<file path="config.mk">
export PLATFORM = sky130hd
export DESIGN_NAME = sgr_ctrl
export DESIGN_NICKNAME = d
export VERILOG_FILES = /design/src/rtl/sgr_pkg.sv /design/src/rtl/sgr_ctrl.sv
export SDC_FILE = /design/constraint.sdc
export NUM_CORES = 1
export LEC_CHECK = 0
export BUFFER_PORTS_ARGS = -buffer_cell sky130_fd_sc_hd__buf_2
export CAP_MARGIN = 15
export CORE_AREA = 2 2 39 41
export DETAILED_ROUTE_END_ITERATION = 7
export DIE_AREA = 0 0 41 43
export SYNTH_ARGS = -nofsm -noshare
export SYNTH_HDL_FRONTEND = slang
export SYNTH_SLANG_ARGS = --single-unit
</file>
<file path="constraint.sdc">
create_clock -name clock -period 2.1 [get_ports clock]
set_input_delay 0.63 -clock clock [delete_from_list [all_inputs] [get_ports clock]]
set_output_delay 0.63 -clock clock [all_outputs]
set_load 0.01 [all_outputs]
</file>
<file path="src/rtl/sgr_pkg.sv">
// Shared types, the 5x7 font ROM and the vertical glyph scaler of the glyph rasterizer.
// Has no dependencies; the controller, the datapath and the top level import it.
`default_nettype none
package sgr_pkg;

   typedef struct packed {
      logic load;
      logic step;
      logic flush;
   } cmd_type;

   typedef struct packed {
      logic go;
      logic iter_done;
      logic out_free;
   } status_type;

   // Five glyph columns, one byte each, column 0 in the lowest byte; bit n is glyph row n.
   function automatic logic [39:0] font_rom(input logic [7:0] code);
      logic [39:0] g;
      unique case (code)
         8'h30: g = {8'h3E, 8'h45, 8'h49, 8'h51, 8'h3E};
         8'h31: g = {8'h00, 8'h40, 8'h7F, 8'h42, 8'h00};
         8'h32: g = {8'h46, 8'h49, 8'h51, 8'h61, 8'h42};
         8'h33: g = {8'h31, 8'h4B, 8'h45, 8'h41, 8'h21};
         8'h34: g = {8'h10, 8'h7F, 8'h12, 8'h14, 8'h18};
         8'h35: g = {8'h39, 8'h45, 8'h45, 8'h45, 8'h27};
         8'h36: g = {8'h30, 8'h49, 8'h49, 8'h4A, 8'h3C};
         8'h37: g = {8'h03, 8'h05, 8'h09, 8'h71, 8'h01};
         8'h38: g = {8'h36, 8'h49, 8'h49, 8'h49, 8'h36};
         8'h39: g = {8'h1E, 8'h29, 8'h49, 8'h49, 8'h06};
         8'h3A: g = {8'h00, 8'h22, 8'h00, 8'h22, 8'h00};
         8'h41: g = {8'h7E, 8'h11, 8'h11, 8'h11, 8'h7E};
         8'h42: g = {8'h36, 8'h49, 8'h49, 8'h49, 8'h7F};
         8'h43: g = {8'h22, 8'h41, 8'h41, 8'h41, 8'h3E};
         8'h44: g = {8'h1C, 8'h22, 8'h41, 8'h41, 8'h7F};
         8'h45: g = {8'h41, 8'h49, 8'h49, 8'h49, 8'h7F};
         8'h46: g = {8'h01, 8'h09, 8'h09, 8'h09, 8'h7F};
         8'h47: g = {8'h7A, 8'h49, 8'h49, 8'h41, 8'h3E};
         8'h48: g = {8'h7F, 8'h08, 8'h08, 8'h08, 8'h7F};
         8'h49: g = {8'h00, 8'h41, 8'h7F, 8'h41, 8'h00};
         8'h4C: g = {8'h40, 8'h40, 8'h40, 8'h40, 8'h7F};
         8'h4D: g = {8'h7F, 8'h02, 8'h0C, 8'h02, 8'h7F};
         8'h4E: g = {8'h7F, 8'h10, 8'h08, 8'h04, 8'h7F};
         8'h4F: g = {8'h3E, 8'h41, 8'h41, 8'h41, 8'h3E};
         8'h50: g = {8'h06, 8'h09, 8'h09, 8'h09, 8'h7F};
         8'h52: g = {8'h46, 8'h29, 8'h19, 8'h09, 8'h7F};
         8'h53: g = {8'h31, 8'h49, 8'h49, 8'h49, 8'h46};
         8'h54: g = {8'h01, 8'h01, 8'h7F, 8'h01, 8'h01};
         8'h55: g = {8'h7F, 8'h40, 8'h40, 8'h40, 8'h7F};
         8'h56: g = {8'h1F, 8'h20, 8'h40, 8'h40, 8'h7F};
         8'h57: g = {8'h7F, 8'h20, 8'h10, 8'h20, 8'h7F};
         8'h61: g = {8'h78, 8'h54, 8'h54, 8'h54, 8'h20};
         8'h62: g = {8'h38, 8'h44, 8'h44, 8'h48, 8'h7F};
         8'h63: g = {8'h20, 8'h44, 8'h44, 8'h44, 8'h38};
         8'h64: g = {8'h7F, 8'h48, 8'h44, 8'h44, 8'h38};
         8'h65: g = {8'h18, 8'h54, 8'h54, 8'h54, 8'h38};
         8'h67: g = {8'h7C, 8'h14, 8'h14, 8'h14, 8'h08};
         8'h68: g = {8'h78, 8'h04, 8'h04, 8'h08, 8'h7F};
         8'h69: g = {8'h00, 8'h40, 8'h7D, 8'h44, 8'h00};
         8'h6B: g = {8'h40, 8'h44, 8'h28, 8'h10, 8'h7F};
         8'h6C: g = {8'h00, 8'h40, 8'h7F, 8'h41, 8'h00};
         8'h6D: g = {8'h78, 8'h04, 8'h18, 8'h04, 8'h7C};
         8'h6E: g = {8'h78, 8'h04, 8'h04, 8'h08, 8'h7C};
         8'h6F: g = {8'h38, 8'h44, 8'h44, 8'h44, 8'h38};
         8'h72: g = {8'h08, 8'h04, 8'h04, 8'h18, 8'h7C};
         8'h73: g = {8'h24, 8'h54, 8'h54, 8'h54, 8'h48};
         8'h74: g = {8'h20, 8'h40, 8'h44, 8'h3F, 8'h04};
         8'h75: g = {8'h7C, 8'h20, 8'h40, 8'h40, 8'h3C};
         8'h77: g = {8'h7C, 8'h10, 8'h08, 8'h10, 8'h7C};
         8'h2D: g = {8'h00, 8'h08, 8'h08, 8'h08, 8'h00};
         8'h25: g = {8'h23, 8'h13, 8'h08, 8'h64, 8'h62};
         8'h2F: g = {8'h02, 8'h04, 8'h08, 8'h10, 8'h20};
         8'h2E: g = {8'h00, 8'h00, 8'h60, 8'h60, 8'h00};
         default: g = '0;
      endcase
      return g;
   endfunction

   // Repeats each of the seven glyph rows mag times downwards; a mag of 0 or 1 copies each row once.
   function automatic logic [23:0] scale_col(input logic [6:0] bits, input logic [1:0] mag);
      logic [23:0] s;
      s = '0;
      for (int r = 0; r < 7; r++) begin
         unique case (mag)
            2'd2: begin
               s[2*r]   = bits[r];
               s[2*r+1] = bits[r];
            end
            2'd3: begin
               s[3*r]   = bits[r];
               s[3*r+1] = bits[r];
               s[3*r+2] = bits[r];
            end
            default: s[r] = bits[r];
         endcase
      end
      return s;
   endfunction

endpackage
`default_nettype wire

</file>
<file path="src/rtl/sgr_ctrl.sv">
// Sequencing state machine of the glyph rasterizer.
// Depends on sgr_pkg for the command and status structures.
`default_nettype none
module sgr_ctrl import sgr_pkg::*; (
   input  wire logic       clock,
   input  wire logic       reset,
   input  wire logic       req_tvalid,
   output logic            req_tready,
   input  var  status_type status,
   output cmd_type         cmd
);

   localparam logic [1:0] ST_IDLE  = 2'd0;
   localparam logic [1:0] ST_RUN   = 2'd1;
   localparam logic [1:0] ST_FLUSH = 2'd2;

   logic [1:0] state_ff, state_in;

   assign req_tready = (state_ff == ST_IDLE);

   always_comb begin
      cmd.load  = 1'b0;
      cmd.step  = 1'b0;
      cmd.flush = 1'b0;
      state_in  = state_ff;
      unique case (state_ff)
         ST_IDLE: begin
            cmd.load = req_tvalid;
            if (req_tvalid && status.go) begin
               state_in = ST_RUN;
            end
         end
         ST_RUN: begin
            cmd.step = status.out_free;
            if (status.out_free && status.iter_done) begin
               state_in = ST_FLUSH;
            end
         end
         ST_FLUSH: begin
            cmd.flush = status.out_free;
            if (status.out_free) begin
               state_in = ST_IDLE;
            end
         end
         default: state_in = ST_IDLE;
      endcase
   end

   always_ff @(posedge clock) begin
      if (reset) begin
         state_ff <= ST_IDLE;
      end else begin
         state_ff <= state_in;
      end
   end

endmodule
`default_nettype wire

</file>
# Word-level counts from Yosys, hierarchy flattened
# Cells that the tools add are included.
# Widths: inputs -> output; s select.
[classes]
addsub = 0
multipliers = 0
div_mod_pow = 0
n_lt_le_gt_ge = 0
n_eq_ne = 5
shifts = 0
muxes = 7
n_bitwise = 0
n_reduce_logical = 4
[op_table]
columns = ["cell", "count"]
rows = [
  ["$mux 2", 3],
  ["$pmux 2 s3", 1],
  ["$ne 2x2->1 const B", 2],
  ["$mux 1", 3],
  ["$reduce_and 3->1", 1],
  ["$eq 2x1->1 const B", 1],
  ["$eq 2x2->1 const B", 1],
  ["$logic_and 1x1->1", 2],
  ["$logic_not 2->1", 1],
  ["$ne 2x1->1 const B", 1],
]
[word_totals]
ff_bits = 2
latch_bits = 0
ramBits = 0
romBits = 0
inputBits = 6
out_inout_bits = 4
wordCells = 17
mem_count = 0

# Depth between registers and ports, before layout
# Gate-level depths: netlist (run 1).
[depth]
ltp_word = 3
ltp_mapped = 2
mapped_depth_nobuf = 2

# Worst setup path after synthesis (run 1)
# OpenSTA, ideal clock, no wires.
[synth_timing]
path_type = "input to output"
from = "in status[0] in the netlist's numbering"
to = "out cmd[0] in the netlist's numbering"
t_arrival_ns = 0.840
required_ns = 1.470
setup_slack_ns = 0.630
cell_stages = 1
path_buffers = 0
path_cell_list = "and3b_2"
[synth_via]
elab_chain_cells = 1
[synth_rtl]
columns = ["element", "line", "rtl"]
rows = [
  ["start, declared", "sgr_ctrl.sv:9", "input var status_type status,"],
  ["$mux 1", "sgr_ctrl.sv:26", "unique case (state_ff)"],
  ["end, declared", "sgr_ctrl.sv:10", "output cmd_type cmd"],
]
# Every way passes these cells.

==> results of run 1 <==
kinds of logic (layout without fill, tap and decap cells):
group	after synthesis	after routing	synth area share (%)
AOI/OAI and AO/OA	3	3	21.7
DFF	2	2	33.0
buffers and inverters	0	12	0
and+or+nand+nor	7	7	45.4
cell usage in the layout, fill, tap and decap left out:
master	count
and2_1	1
clkbuf_4	3
and3b_2	2
buf_2	9
or3b_1	1
nor2_1	1
dfxtp_1	2
a21bo_2	1
a211oi_1	1
a21oi_2	1
nand3b_1	1
nand4b_1	1
layout make-up:
class | instances | area [sq um]
Clock buffer | 3 | 22.5
Fill cell | 160 | 1170
Multi-Input combinational cell | 10 | 81.3
Sequential cell | 2 | 40.0
Tap cell | 16 | 20.0
Timing Repair Buffer | 9 | 45.0
metrics by stage:
| step | util [%] | hold WS, ps | setup WS, ps | std cells | power, mW |
|---|---|---|---|---|---|
| 6_report | 15.1 | 500 | 390 | 40 | 0.145 |
| 2_1_floorplan | - | 447 | 630 | 12 | 0.0515 |
| 5_1_grt | 15.1 | 511 | 366 | 40 | 0.161 |
| 3_5_place_dp | 13.5 | 498 | 391 | 37 | 0.0627 |
| 3_3_place_gp | 13.5 | 494 | 390 | 37 | 0.0624 |
| 4_1_cts | 15.1 | 505 | 390 | 40 | 0.151 |
power by group through the flow:
stage / combinational (mW) / sequential (mW) / clock, mW
global route: 0.0218 / 0.0425 / 0.0971
finish: 0.0198 / 0.0423 / 0.0830
CTS: 0.0201 / 0.0423 / 0.0884
floorplan: 0.00953 / 0.0420 / 0
global placement: 0.0197 / 0.0427 / 0
detailed placement: 0.0199 / 0.0428 / 0
metal layers:
layer  vias up  routed length, um  GRT usage (%)
li1         72                  -              -
met1        67                127           3.82
met2         4                174           6.88
met3         0                 17           3.14
met4         0                  0           4.00
met5         -                  0              0
path summary, 6_finish.rpt:
| path | end | slack [ps] | cells past startpoint |
|---|---|---|---|
| worst max-delay path | cmd[0] | 390 | 3 |
| worst min-delay path | state_ff[0]$_SDFFE_PP0P_ | 500 | 1 |
| worst max register to register | state_ff[1]$_SDFFE_PP0P_ | 1160 | 2 |
| worst min register to register | state_ff[0]$_SDFFE_PP0P_ | 500 | 1 |
==> reports/results.ini, run 1 <==
[clocking]
path_clk_slew_ps = 30
post_cts_buffers = 0
cts-root-buf = clkbuf_4
htree_levels = 1
ctsHoldBuffers = 0
clock_latency_ps = 220
clock-sinks = 2
cts_tree = yes
cts_resized = 0
cts_max_path_buffers = 2
cts_buffers = 3

[cells_and_area]
reg_top3 = state_ff (2)
final_nets = 32
fin_area_sq_um = 209
top_register = state_ff
largest_register_ffs = 2
antenna_cells = 0
drive_gt1_share_pct = 66.7
areaGrowthSynthToFinish_pct = 72.2

[routing]
routed_wl_um = 319
ant_nets = 0
viasPerCell = 3.58
dr.pass1.iters = 2
drc_errors = 0
num_vias = 143
first_iter_violations = 5
wire_per_inst_um = 7.98

[logic_synthesis]
synth-edff-count = 0
yosysTopAreaCellShare_pct = 33.0
syn-num-nets = 18
ys_seq_elements = 2
synthTopCellsByCount = and3b_2, dfxtp_1
ys_async_sr_fraction_pct = 0
synth_area_per_cell_sq_um = 10.1
synthTopCellsByArea = dfxtp_1, and3b_2, a21bo_2
synth.yosys.seq_area_share_pct = 33.0
netlist_instances = 12
synth_warnings = 0
synth_flop_cell = dfxtp_1
ys_types = 10
netlist_area_sq_um = 121
synth_area_leader_cell = dfxtp_1

[worst_setup_path]
reg2reg_from = state_ff[1]$_SDFFE_PP0P_
startpoint = status[0]
cp_common_cell = buf_2
cp_top_family = buffers and inverters
worst_path_largest_cell_delay_ps = 200
worstPathMaxFanout = 5
setup.worst_path.start_class = input port
cp_cell_sequence = buf_2 > and3b_2 > buf_2
crit_path_top_delay_cell = and3b_2
cp_num_buf_inv = 2
crit_type = input port to output port
cp_data_required_time_ps = 1470
critPathCaptureType = output port
arrival_ps = 1080

[floorplanning]
die_area_sq_um = 1760
die_h_um = 43
ioPinCount = 10
start_util_pct = 8.77
core_sq_um = 1380
fp.dieW_um = 41
rows = 14

[place]
gp_congestion = 0.559
portBuffers = 9
placed_cell_area_sq_um = 186

[power]
vdd_drop_max_mv = 0.145
p_sw_uw = 31.1
power_density_nw_per_um2 = 695
pwr-share-comb_pct = 13.6
p_seq_share_pct = 29.2
swShare_pct = 21.4
p_clk_share_pct = 57.2
power.internal_uw = 114
p_leak_nw = 0.0931

[sta]
relSlewSlack_pct = 87.5
fin_crit_sh_pct = 81.4
fin_skew_ps = 2.30
fin_crit_ps = 1710
fmax_mhz = 585
setup_viol = 0
drv_slew = 0
hold_viol = 0
worst_pin_slew_ps = 187
grt_setup_unrepaired = false
setup_tns_ps = 0

[worst_hold_path]
hold_start = state_ff[1]$_SDFFE_PP0P_
hold_path_class = register to register

[global_route]
antenna_found_initial = 0
grt_overflow = 0
grt_pass1_wl_um = 503
grt_pass1_vias = 130
grt_max_degree = 8
track_usage_pct = 4.60

[flow_run]
maxCapViolCount = 0

[outcome]
status = finished clean

Note: power is estimated with default switching activity, not from simulation.
==> run 2, diff against run 1 <==
--- a/config.mk
+++ b/config.mk
@@ -5,6 +5,7 @@
 export SDC_FILE = /design/constraint.sdc
 export NUM_CORES = 1
 export LEC_CHECK = 0
+export ABC_AREA = 1
 export BUFFER_PORTS_ARGS = -buffer_cell sky130_fd_sc_hd__buf_2
 export CAP_MARGIN = 15
 export CORE_AREA = 2 2 39 41
==> constraint.sdc (replaced) <==
create_clock -name clock -period 1.7 [get_ports clock]
set_input_delay 0.51 -clock clock [delete_from_list [all_inputs] [get_ports clock]]
set_output_delay 0.51 -clock clock [all_outputs]
set_load 0.01 [all_outputs]
==> run 2 against run 1 <==
  * Via count grew 4.9%
  * Sequential share of layout area grew 0.23 points
  * First-iteration DRC count shrank 60%
  * Global-route usage grew 0.80 points
  * Area after synthesis shrank 2.1%
  * Routed wire length grew 6.6%
  * Critical path depth is the same
  * Die area is the same
  * Clock skew shrank 1.6 ps
  * Highest routed layer unchanged
  * Final cell count grew 10%
==> reports/results.ini, run 2 <==
[worst_setup_path]
cp_data_required_time_ps = 1190
setup.worst_path.start_class = register
critPathCaptureType = output port
worstPathMaxFanout = 5
crit_type = register to output port
worst_path_largest_cell_delay_ps = 390
crit_path_top_delay_cell = dfxtp_1
arrival_ps = 1060
cp_cell_sequence = inv_1 > nor3_1 > buf_2

[power]
p_seq_share_pct = 28.5
power.total_uw = 184
p_leak_nw = 0.0903
p_sw_uw = 44.1
swShare_pct = 23.9
power_density_nw_per_um2 = 893
vdd_drop_max_mv = 0.172
pwr-share-comb_pct = 14.4
p_clk_share_pct = 57.1
power.internal_uw = 140

[outcome]
status = finished clean

[logic_synthesis]
synth-edff-count = 0
synthTopCellsByCount = inv_1, dfxtp_1, nand3_1, nor3_1
synth_flop_cell = dfxtp_1
ys_async_sr_fraction_pct = 0
netlist_instances = 16
synth_warnings = 0
synth_area_leader_cell = dfxtp_1
yosysMostFrequentCell = inv_1
syn-num-nets = 22
netlist_area_sq_um = 119
ys_seq_elements = 2
synth.yosys.seq_area_share_pct = 33.7
synthTopCellsByArea = dfxtp_1, inv_1, nand3_1
ys_types = 11
synth_area_per_cell_sq_um = 7.43
yosysTopAreaCellShare_pct = 33.7

[place]
dp_hpwl_um = 263
portBuffers = 9
gp_congestion = 0.505
placed_cell_area_sq_um = 184

[sta]
hold_viol = 0
grt_setup_unrepaired = false
relSlewSlack_pct = 86.4
worst_pin_slew_ps = 203
whs_ps = 467
setup_viol = 0
fin_skew_ps = 0.709
setup_tns_ps = 0
fin_crit_sh_pct = 92.1
fin_crit_ps = 1570
fmax_mhz = 638
drv_slew = 0

[clocking]
htree_levels = 1
cts_resized = 0
path_clk_slew_ps = 30
cts_max_path_buffers = 2
ctsHoldBuffers = 0
clock_latency_ps = 220
cts_tree = yes
post_cts_buffers = 0
cts-root-buf = clkbuf_4
clock-sinks = 2
cts_buffers = 3

[global_route]
grt_pass1_vias = 136
track_usage_pct = 5.41
antenna_found_initial = 0
grt_overflow = 0
grt_pass1_wl_um = 476
grt_max_degree = 7

[flow_run]
maxCapViolCount = 0

[routing]
ant_nets = 0
routed_wl_um = 340
dr.pass1.iters = 4
drc_errors = 0
first_iter_violations = 2
num_vias = 150
viasPerCell = 3.41
wire_per_inst_um = 7.73

[floorplanning]
rows = 14
fp.dieW_um = 41
die_h_um = 43
die_area_sq_um = 1760
core_sq_um = 1380
start_util_pct = 8.59
ioPinCount = 10

[cells_and_area]
top_register = state_ff
final_common_cell = buf_2
largest_register_ffs = 2
final_cell_mix = buf_2, inv_1, clkbuf_4
reg_top3 = state_ff (2)
antenna_cells = 0
final_nets = 36
multi_input_area_sq_um = 67.6
fin_area_sq_um = 206
areaGrowthSynthToFinish_pct = 73.7
area.sequential_sq_um = 40.0
fillers = 167
drive_gt1_share_pct = 53.6

[worst_hold_path]
hold_path_class = input port to register

==> run 2: power by group through the flow <==
stage | logic, mW | clock network [mW] | registers [mW]
CTS | 0.0270 | 0.115 | 0.0526
floorplan | 0.0136 | 0 | 0.0526
global placement | 0.0266 | 0 | 0.0532
detailed placement | 0.0268 | 0 | 0.0532
finish | 0.0266 | 0.105 | 0.0526
global route | 0.0293 | 0.123 | 0.0529
==> run 2: metal layers <==
layer / vias to the layer above / GRT usage [%] / share of wire [%]
met5: - / 0 / 0
met4: 0 / 10.0 / 0
met3: 0 / 4.71 / 13
met2: 6 / 5.63 / 48
met1: 65 / 3.82 / 39
li1: 79 / - / -
==> run 2: through the flow <==
step | utilization (%) | std cells | setup WS (ps)
4_1_cts | 14.9 | 44 | 112
2_1_floorplan | - | 16 | 374
6_report | 14.9 | 44 | 134
3_5_place_dp | 13.3 | 41 | 223
3_3_place_gp | 13.3 | 41 | 265
5_1_grt | 14.9 | 44 | 38.8
==> run 2: cell type report <==
cell class / count / share of cell area, %
Clock buffer: 3 / 10.9
Timing Repair Buffer: 9 / 21.8
Sequential cell: 2 / 19.4
Tap cell: 16 / 9.70
Multi-Input combinational cell: 11 / 32.7
Inverter: 3 / 5.45
==> run 2: critical path: cells and delay by family, from the launching register on <==
kind | cells | cell delay (ps)
buf+inv | 2 | 260
simple gates | 1 | 180
flops | 1 | 390
==> run 2: path summary, 6_finish.rpt <==
| check | from | to | slack (ps) | depth (start not counted) |
|---|---|---|---|---|
| max | state_ff[1]$_SDFFE_PP0P_ | cmd[0] | 130 | 3 |
| min | reset | state_ff[0]$_SDFFE_PP0P_ | 470 | 2 |
| max reg2reg | state_ff[1]$_SDFFE_PP0P_ | state_ff[0]$_SDFFE_PP0P_ | 940 | 3 |
| min reg2reg | state_ff[1]$_SDFFE_PP0P_ | state_ff[1]$_SDFFE_PP0P_ | 540 | 2 |
==> run 2: kinds of logic after synthesis <==
group,Yosys count,synth area share [%]
flops,2,33.7
compound gates,2,11.6
buf+inv,3,9.47
simple gates,9,45.3
